<file path="config.mk">
export PLATFORM = sky130hd
export DESIGN_NAME = tcw_cmd_fifo
export DESIGN_NICKNAME = d
export VERILOG_FILES = /design/src/tcw_pkg.sv /design/src/tcw_cmd_fifo.sv
export SDC_FILE = /design/constraint.sdc
export NUM_CORES = 1
export LEC_CHECK = 0
export BUFFER_PORTS_ARGS = -buffer_cell sky130_fd_sc_hd__buf_2
export CAP_MARGIN = 30
export CORE_UTILIZATION = 52
export CTS_BUF_LIST = sky130_fd_sc_hd__clkbuf_16
export CTS_CLUSTER_DIAMETER = 200
export CTS_CLUSTER_SIZE = 14
export DETAILED_ROUTE_END_ITERATION = 16
export HOLD_SLACK_MARGIN = 0.05
export PLACE_DENSITY = 0.79
export SYNTH_ARGS = -nofsm -noshare
export SYNTH_HDL_FRONTEND = slang
export SYNTH_SLANG_ARGS = --single-unit
</file>
<file path="constraint.sdc">
create_clock -name clk_i -period 2.8 [get_ports clk_i]
set_input_delay 0.14 -clock clk_i [delete_from_list [all_inputs] [get_ports clk_i]]
set_output_delay 0.14 -clock clk_i [all_outputs]
set_load 0.02 [all_outputs]
</file>
<file path="src/tcw_pkg.sv">
// ----------------------------------------------------------------------------
// tcw_pkg: shared types and constants of the text console writer
// Command, payload and status types, control character codes, state codes.
// ----------------------------------------------------------------------------
package tcw_pkg;

  localparam int COLS_DEF       = 80;
  localparam int ROWS_DEF       = 25;
  localparam int CMD_FIFO_DEPTH = 2;

  localparam int CHAR_W   = 8;
  localparam int ATTR_W   = 8;
  localparam int ACTION_W = 2;
  localparam int RD_ROW_W = 5;
  localparam int RD_COL_W = 7;
  localparam int CUR_COL_W = 7;
  localparam int CUR_ROW_W = 5;
  localparam int CNT_W    = 4;
  localparam int CFG_IDX_W = 1;
  localparam int CFG_VAL_W = 8;

  localparam logic [CHAR_W-1:0] CHAR_BS    = 8'h08;
  localparam logic [CHAR_W-1:0] CHAR_TAB   = 8'h09;
  localparam logic [CHAR_W-1:0] CHAR_LF    = 8'h0A;
  localparam logic [CHAR_W-1:0] CHAR_SPACE = 8'h20;
  localparam logic [CHAR_W-1:0] CHAR_BLANK = 8'h00;
  localparam logic [ATTR_W-1:0] ATTR_DEFAULT = 8'h07;

  localparam logic [ATTR_W-1:0] TAB_COLOR_RST  = 8'h07;
  localparam logic [CNT_W-1:0]  TAB_SPACES_RST = 4'd4;

  typedef enum logic [ACTION_W-1:0] {
    ACT_PUT   = 2'd0,
    ACT_CLEAR = 2'd1,
    ACT_READ  = 2'd2
  } act_e;

  typedef enum logic [CFG_IDX_W-1:0] {
    REG_TAB_COLOR  = 1'b0,
    REG_TAB_SPACES = 1'b1
  } cfg_idx_e;

  typedef enum logic [2:0] {
    OP_WRITE,
    OP_NEWLINE,
    OP_BACKSPACE,
    OP_CLEAR,
    OP_READ,
    OP_NOP
  } op_e;

  typedef enum logic [3:0] {
    ST_IDLE,
    ST_WRITE,
    ST_LF,
    ST_SC_RD,
    ST_SC_WR,
    ST_FILL,
    ST_WIPE,
    ST_BS,
    ST_BS_RD,
    ST_BS_WR,
    ST_RD_A,
    ST_RD_D,
    ST_DONE
  } st_e;

  typedef struct packed {
    logic [ACTION_W-1:0] action;
    logic [CHAR_W-1:0]   char_code;
    logic [ATTR_W-1:0]   attr;
    logic [RD_ROW_W-1:0] read_row;
    logic [RD_COL_W-1:0] read_col;
  } in_data_t;

  typedef struct packed {
    logic [CHAR_W-1:0]    cell_char;
    logic [ATTR_W-1:0]    cell_attr;
    logic [CUR_COL_W-1:0] cur_col;
    logic [CUR_ROW_W-1:0] cur_row;
  } out_data_t;

  typedef struct packed {
    logic [CFG_IDX_W-1:0] index;
    logic [CFG_VAL_W-1:0] value;
  } cfg_data_t;

  typedef struct packed {
    op_e                 op;
    logic [CHAR_W-1:0]   ch;
    logic [ATTR_W-1:0]   attr;
    logic [CNT_W-1:0]    count;
    logic [RD_ROW_W-1:0] rd_row;
    logic [RD_COL_W-1:0] rd_col;
  } cmd_t;

  typedef struct packed {
    logic init_busy;
  } bk_status_t;

endpackage

</file>
<file path="src/tcw_cmd_fifo.sv">
// ----------------------------------------------------------------------------
// tcw_cmd_fifo: command queue
// Short first-in first-out queue between the classifier and the executor.
// ----------------------------------------------------------------------------
module tcw_cmd_fifo (
  input  logic          clk_i,
  input  logic          rst_ni,
  input  logic          push_i,
  input  tcw_pkg::cmd_t cmd_i,
  output logic          full_o,
  input  logic          pop_i,
  output tcw_pkg::cmd_t cmd_o,
  output logic          empty_o
);
  import tcw_pkg::*;

  localparam int PW = (CMD_FIFO_DEPTH > 1) ? $clog2(CMD_FIFO_DEPTH) : 1;

  cmd_t            entry_q [CMD_FIFO_DEPTH];
  logic [PW-1:0]   wr_ptr_q, rd_ptr_q;
  logic [PW:0]     fill_q;

  function automatic logic [PW-1:0] ptr_inc(input logic [PW-1:0] p);
    return (p == PW'(CMD_FIFO_DEPTH - 1)) ? '0 : p + PW'(1);
  endfunction

  assign full_o  = (fill_q == (PW+1)'(CMD_FIFO_DEPTH));
  assign empty_o = (fill_q == '0);
  assign cmd_o   = entry_q[rd_ptr_q];

  always_ff @(posedge clk_i or negedge rst_ni) begin
    if (!rst_ni) begin
      wr_ptr_q <= '0;
      rd_ptr_q <= '0;
      fill_q   <= '0;
    end else begin
      if (push_i) wr_ptr_q <= ptr_inc(wr_ptr_q);
      if (pop_i)  rd_ptr_q <= ptr_inc(rd_ptr_q);
      if (push_i && !pop_i)      fill_q <= fill_q + (PW+1)'(1);
      else if (pop_i && !push_i) fill_q <= fill_q - (PW+1)'(1);
    end
  end

  always_ff @(posedge clk_i) begin
    if (push_i) entry_q[wr_ptr_q] <= cmd_i;
  end

endmodule

</file>
==> qor.yml, run 1 <==
outcome:
  outcome: "complete, no violations"
placed_design:
  place.gp.congestion: 0.6708
  port-buffer-count: 75
  postPlaceCellArea_um2: 3264
  dpl_worst_slack_ps: 965.8
  hpwl_um: 2969
sta:
  fin_ws_ps: 915.4
  rsz0062_at_grt: "no"
  final-setup-viol-count: 0
  fmax_ghz: 0.5306
  slew_headroom_pct: 34.90
  finalCriticalPeriod_ps: 1885
  tightest_slew_ps: 974.5
  finalCritPeriodShare_pct: 67.31
  worst_clock_skew_ps: 4.588
  final_max_slew_viol_count: 0
  hold_ws_ps: 169.6
  setup_tns_ps: 0
  finalHoldViolations: 0
cts:
  cts.sinks: 74
  cts.reportedPaths.clkPinSlew_ps: 50
  cts_resized: 0
  clock_latency_ps: 320
  cts_buffers: 9
  cts_tree: "done"
  htree_levels: 3
  clockBufferDepth: 2
  cts-root-buf: "clkbuf_16"
worst_hold_path:
  hp-class: "primary input to asynchronous set/reset pin"
routing:
  route.detailed.wl_per_inst_um: 15.81
  drc: 0
  first_pass_iters: 4
  drtIter0Drc: 48
  ant_nets: 0
  routed_via_density: 4.860
  routed_wl_um: 5074
  vias: 1560
floorplan:
  core-area_um2: 5205
  fp.dieW_um: 76.20
  die_area_um2: 5806
  start_util_pct: 55.00
  io_pins: 76
  core.rowCount: 26
  die-height_um: 76.20
cells_and_area:
  stdcell_area_um2: 3944
  drive_gt1_share_pct: 49.80
  antenna_cells: 0
  layout.nets: 286
  final_util_pct: 75.77
  nFillCells: 325
  syn2layout_area_growth_pct: 37.76
yosys:
  synth_area_um2: 2863
  synth_warnings: 0
  postSynthAreaPerCell_um2: 22.90
  yosys_register_bits: 74
  synth_area_leaders: "edfxtp_1, mux2_4, dfrtp_1"
  syn_nets: 165
  synth_cell_types: 13
  netlist.area_leader.share_pct: 73.43
  syn_inst: 125
  synth-seq-area-share_pct: 76.92
  synth_top_area_cell: "edfxtp_1"
setup_path:
  critPathMaxStageDelay_ps: 600
  critPathLaunchType: "flip-flop"
  worstPathMaxFanout: 25
  crit_required_ps: 2660
  r2r_end: "entry_q[0][16]"
  cp-end-kind: "output pin"
  crit_chain: "buf_12 -> mux2_2 -> buf_2"
  rr_worst_depth: 1
  r2r_start: "wr_ptr_q"
  cp_slowest_cell: "dfrtp_2"
  reg2reg_slack_ps: 1190
  cp.arrival_ps: 1740
  path_class: "flip-flop to output pin"
pwr:
  powerDensity_nw_per_um2: 998.6
  leakage_nw: 1.628
  vdd_ir_drop_max_mv: 0.7589
flow_run:
  maxCapViolCount: 0
global_route:
  first_global_vias: 1605
  grt_overflow_total: 0
  grt_max_degree: 37
  antenna_found_initial: 0
  grt.total_usage_pct: 18.87
  grt_pass1_wl_um: 7928
[Yosys cell counts, drive strengths merged]
cell	count
ha	1
edfxtp	70
dfrtp	4
nor2	2
inv	1
xnor2	1
nor2b	2
mux2	35
and2	1
xor2	4
buf	4
[report_power, final]
group / switching [mW] / total [mW] / internal [mW]
clock: 0.385 / 1.06 / 0.671
combinational: 0.677 / 1.28 / 0.599
sequential: 0.125 / 1.61 / 1.48
total: 1.19 / 3.94 / 2.75
[cells in the final DEF, fill, tap and decap left out]
| cell | Yosys | layout |
|---|---|---|
| dlygate4sd3_1 | 0 | 38 |
| clkbuf_16 | 0 | 9 |
| edfxtp_1 | 70 | 70 |
| dfrtp_2 | 0 | 1 |
| ha_1 | 1 | 1 |
| nor2_1 | 2 | 2 |
| nor2b_4 | 0 | 1 |
| bufinv_16 | 0 | 1 |
| xnor2_1 | 1 | 1 |
| dfrtp_1 | 4 | 3 |
| inv_1 | 1 | 4 |
| clkinv_1 | 0 | 2 |
| mux2_4 | 29 | 29 |
| xor2_1 | 4 | 4 |
| buf_2 | 0 | 75 |
| nor2b_1 | 2 | 1 |
| mux2_2 | 6 | 6 |
| clkinv_2 | 0 | 1 |
| and2_2 | 0 | 1 |
| buf_12 | 3 | 1 |
[metrics by stage]
stage               instances  total power, mW
finish                    321            3.938
global route              321            4.095
CTS                       320            3.941
detailed placement        266            2.849
global placement          266            2.796
floorplan                 125            2.589
[critical path: cells and delay by family (launching register included)]
| kind | cells | cell delay [ps] |
|---|---|---|
| flip-flops | 1 | 600 |
| buffers and inverters | 2 | 440 |
| multiplexers | 1 | 370 |
[area by class of cell]
class	count	area (um2)	share of cell area (%)
sequential	74	2203	55.87
timing repair buffer	114	775.7	19.67
multi-input combinational	46	594.3	15.07
clock buffer	9	225.2	5.711
tap	70	87.58	2.221
clock inverter	7	53.80	1.364
inverter	1	3.754	0.09518
[metal layers]
layer | part of all wire, % | vias up | track usage [%]
met1 | 39 | 759 | 21.54
met5 | 0 | - | 0
met3 | 4.5 | 10 | 3.713
met2 | 54 | 63 | 33.27
li1 | - | 728 | -
met4 | 2.5 | 0 | 10.58
[how the worst max path moves through the flow]
stage / start / to / slack, ps / cells after the start
2_1_floorplan: wr_ptr_q / entry_q[0][0] / 400 / 1
3_3_place_gp: rd_ptr_q / cmd_o[34] / 1040 / 2
3_5_place_dp: rd_ptr_q / cmd_o[15] / 970 / 2
4_1_cts: rd_ptr_q / cmd_o[15] / 630 / 2
5_1_grt: rd_ptr_q / cmd_o[20] / 860 / 3
6_report: rd_ptr_q / cmd_o[15] / 920 / 3
[logic make-up after synthesis]
| kind of cell | count (synthesis) | share of synthesized area (%) |
|---|---|---|
| fa+ha+maj | 1 | 0.4370 |
| simple gates | 5 | 0.9180 |
| mux | 35 | 17.57 |
| buf+inv | 5 | 2.622 |
| flops | 74 | 76.92 |
| xor+xnor | 5 | 1.530 |
[sequential cells by signal (all words and copies together) (netlist names)]
| signal | cells |
|---|---|
| entry_q | 70 |
| fill_q | 2 |
| rd_ptr_q | 1 |
| wr_ptr_q | 1 |
[timing repair]
action | in CTS | in global routing
hold buffers | 38 | 0
hold endpoints to repair | 76 | 0
buffers inserted | 0 | 0
Note: power is estimated with default switching activity, not from simulation.
==> run 2: changes to the inputs <==
Clock period 2.8 ns to 1.9 ns, I/O delays scaled along.
==> qor.yml, run 2 (synthesis results as in run 1) <==
cts:
  htree_levels: 3  # unchanged
  clockBufferDepth: 2  # unchanged
  clock_latency_ps: 320  # about the same
  cts.sinks: 74  # unchanged
  cts.reportedPaths.clkPinSlew_ps: 50  # about the same
  cts_buffers: 9  # unchanged
  cts-root-buf: "clkbuf_16"  # unchanged
  cts_tree: "done"  # unchanged
  post-cts-setup-buffers: 0  # unchanged
  hold_buffers: 38  # unchanged
  cts_resized: 0  # unchanged
cells_and_area:
  largest_reg_flops: 70  # unchanged
  regArea_um2: 2203  # unchanged
  antenna_cells: 0  # unchanged
  drive_gt1_share_pct: 50.79  # was 49.80%
  final_cell_mix: "buf_2, edfxtp_1, dlygate4sd3_1"  # unchanged
  syn2layout_area_growth_pct: 39.07  # was 37.76%
  multi_input_area_um2: 594.3  # unchanged
  nFillCells: 324  # was 325
  reg.largest.list: "entry_q x70, fill_q x2"  # unchanged
  top_register: "entry_q"  # unchanged
  final_common_cell: "buf_2"  # unchanged
  layout.nets: 288  # was 286
pwr:
  powerDensity_nw_per_um2: 1462  # was 998.6 nW/um2
  vdd_ir_drop_max_mv: 1.035  # was 0.7589 mV
  leakage_nw: 1.642  # was 1.628 nW
routing:
  routed_wl_um: 4958  # was 5074 um
  vias: 1551  # was 1560
  routed_via_density: 4.817  # was 4.860
  drc: 0  # unchanged
  route.detailed.wl_per_inst_um: 15.40  # was 15.81 um
  drtIter0Drc: 98  # was 48
  first_pass_iters: 4  # unchanged
  ant_nets: 0  # unchanged
sta:
  finalCriticalPeriod_ps: 1576
  final-setup-viol-count: 0  # unchanged
  fmax_ghz: 0.6345
  worst_clock_skew_ps: 3.963  # was 4.588 ps
  slew_headroom_pct: 76.11  # was 34.90%
  setup_tns_ps: 0  # unchanged
  rsz0062_at_grt: "no"  # unchanged
  final_max_slew_viol_count: 0  # unchanged
  finalHoldViolations: 0  # unchanged
  fin_ws_ps: 324.0  # was 915.4 ps
  tightest_slew_ps: 358.4  # was 974.5 ps
  finalCritPeriodShare_pct: 82.95
  hold_ws_ps: 123.9  # was 169.6 ps
floorplan:
  die_area_um2: 5806  # unchanged
  io_pins: 76  # unchanged
  core.rowCount: 26  # unchanged
  core-area_um2: 5205  # unchanged
  die-height_um: 76.20  # unchanged
  start_util_pct: 55.00  # unchanged
  fp.dieW_um: 76.20  # unchanged
setup_path:
  cp_slowest_cell: "dfrtp_2"  # unchanged
  cp.arrival_ps: 1480  # was 1740 ps
  crit_chain: "buf_12 -> mux2_2 -> buf_2"  # unchanged
  cp-end-kind: "output pin"  # unchanged
  r2r_end: "entry_q[1][33]"  # was entry_q[0][16]
  critPathLaunchType: "flip-flop"  # unchanged
  crit_required_ps: 1800  # was 2660 ps
  reg2reg_slack_ps: 560  # was 1190 ps
  critPathBufInv: 2  # unchanged
  r2r_start: "wr_ptr_q"  # unchanged
  rr_worst_depth: 2  # was 1
  path_class: "flip-flop to output pin"  # unchanged
  critPathMaxStageDelay_ps: 370  # was 600 ps
  crit_family: "buffers and inverters"  # was flip-flops
  worstPathMaxFanout: 36  # was 25
worst_hold_path:
  hp-class: "primary input to asynchronous set/reset pin"  # unchanged
global_route:
  grt_pass1_wl_um: 7941  # was 7928 um
  grt_overflow_total: 0  # unchanged
  grt_max_degree: 37  # unchanged
  grt.total_usage_pct: 18.36  # was 18.87%
  antenna_found_initial: 0  # unchanged
  first_global_vias: 1675  # was 1605
placed_design:
  port-buffer-count: 75  # unchanged
  dpl_worst_slack_ps: 534.4  # was 965.8 ps
  place.gp.congestion: 0.7185  # was 0.6708
  hpwl_um: 3001  # was 2969 um
outcome:
  outcome: "complete, no violations"  # unchanged
flow_run:
  maxCapViolCount: 0  # unchanged
## run 2: worst max-delay path by stage
stage	startpoint	endpoint	slack [ps]	depth (start not counted)
detailed placement	wr_ptr_q	entry_q[1][5]	530	2
floorplan	wr_ptr_q	entry_q[0][0]	160	1
global placement	wr_ptr_q	entry_q[1][22]	600	2
finish	rd_ptr_q	cmd_o[20]	320	3
CTS	rd_ptr_q	cmd_o[20]	300	3
global route	rd_ptr_q	cmd_o[20]	260	3
## run 2: worst reg2reg max path, delay by kind of cell (launching register included)
kind	cells	cell delay, ps
DFF	1	410
and+or+nand+nor	1	400
buffers and inverters	1	230
## run 2: cell type report
| type | count | share of cell area, % |
|---|---|---|
| Inverter | 1 | 0.09428 |
| Sequential cell | 74 | 55.34 |
| Multi-Input combinational cell | 46 | 14.93 |
| Clock inverter | 6 | 1.288 |
| Clock buffer | 9 | 5.657 |
| Tap cell | 70 | 2.200 |
| Timing Repair Buffer | 116 | 20.49 |
## run 2: report_power, final
part,leakage (nW),internal [mW],total (mW),switching (mW)
logic,0.794,0.930,1.98,1.05
registers,0.703,2.18,2.30,0.119
clock network,0.145,0.988,1.55,0.560
total,1.64,4.10,5.82,1.73
## run 2: metal layers
| layer | part of all wire, % | global-route usage [%] |
|---|---|---|
| met4 | 0.65 | 6.923 |
| met1 | 41 | 21.60 |
| met5 | 0 | 0 |
| met2 | 53 | 32.73 |
| met3 | 5.2 | 4.311 |
## run 2: through the flow
step / total power, mW / cells / utilization, % / area [um2]
final: 5.821 / 322 / 76.49 / 3981
after global routing: 6.075 / 322 / 76.49 / 3981
after CTS: 5.881 / 322 / 76.49 / 3981
after detailed placement: 4.265 / 269 / 63.87 / 3324
after global placement: 4.195 / 269 / 63.87 / 3324
after floorplan: 3.813 / 125 / - / 2865
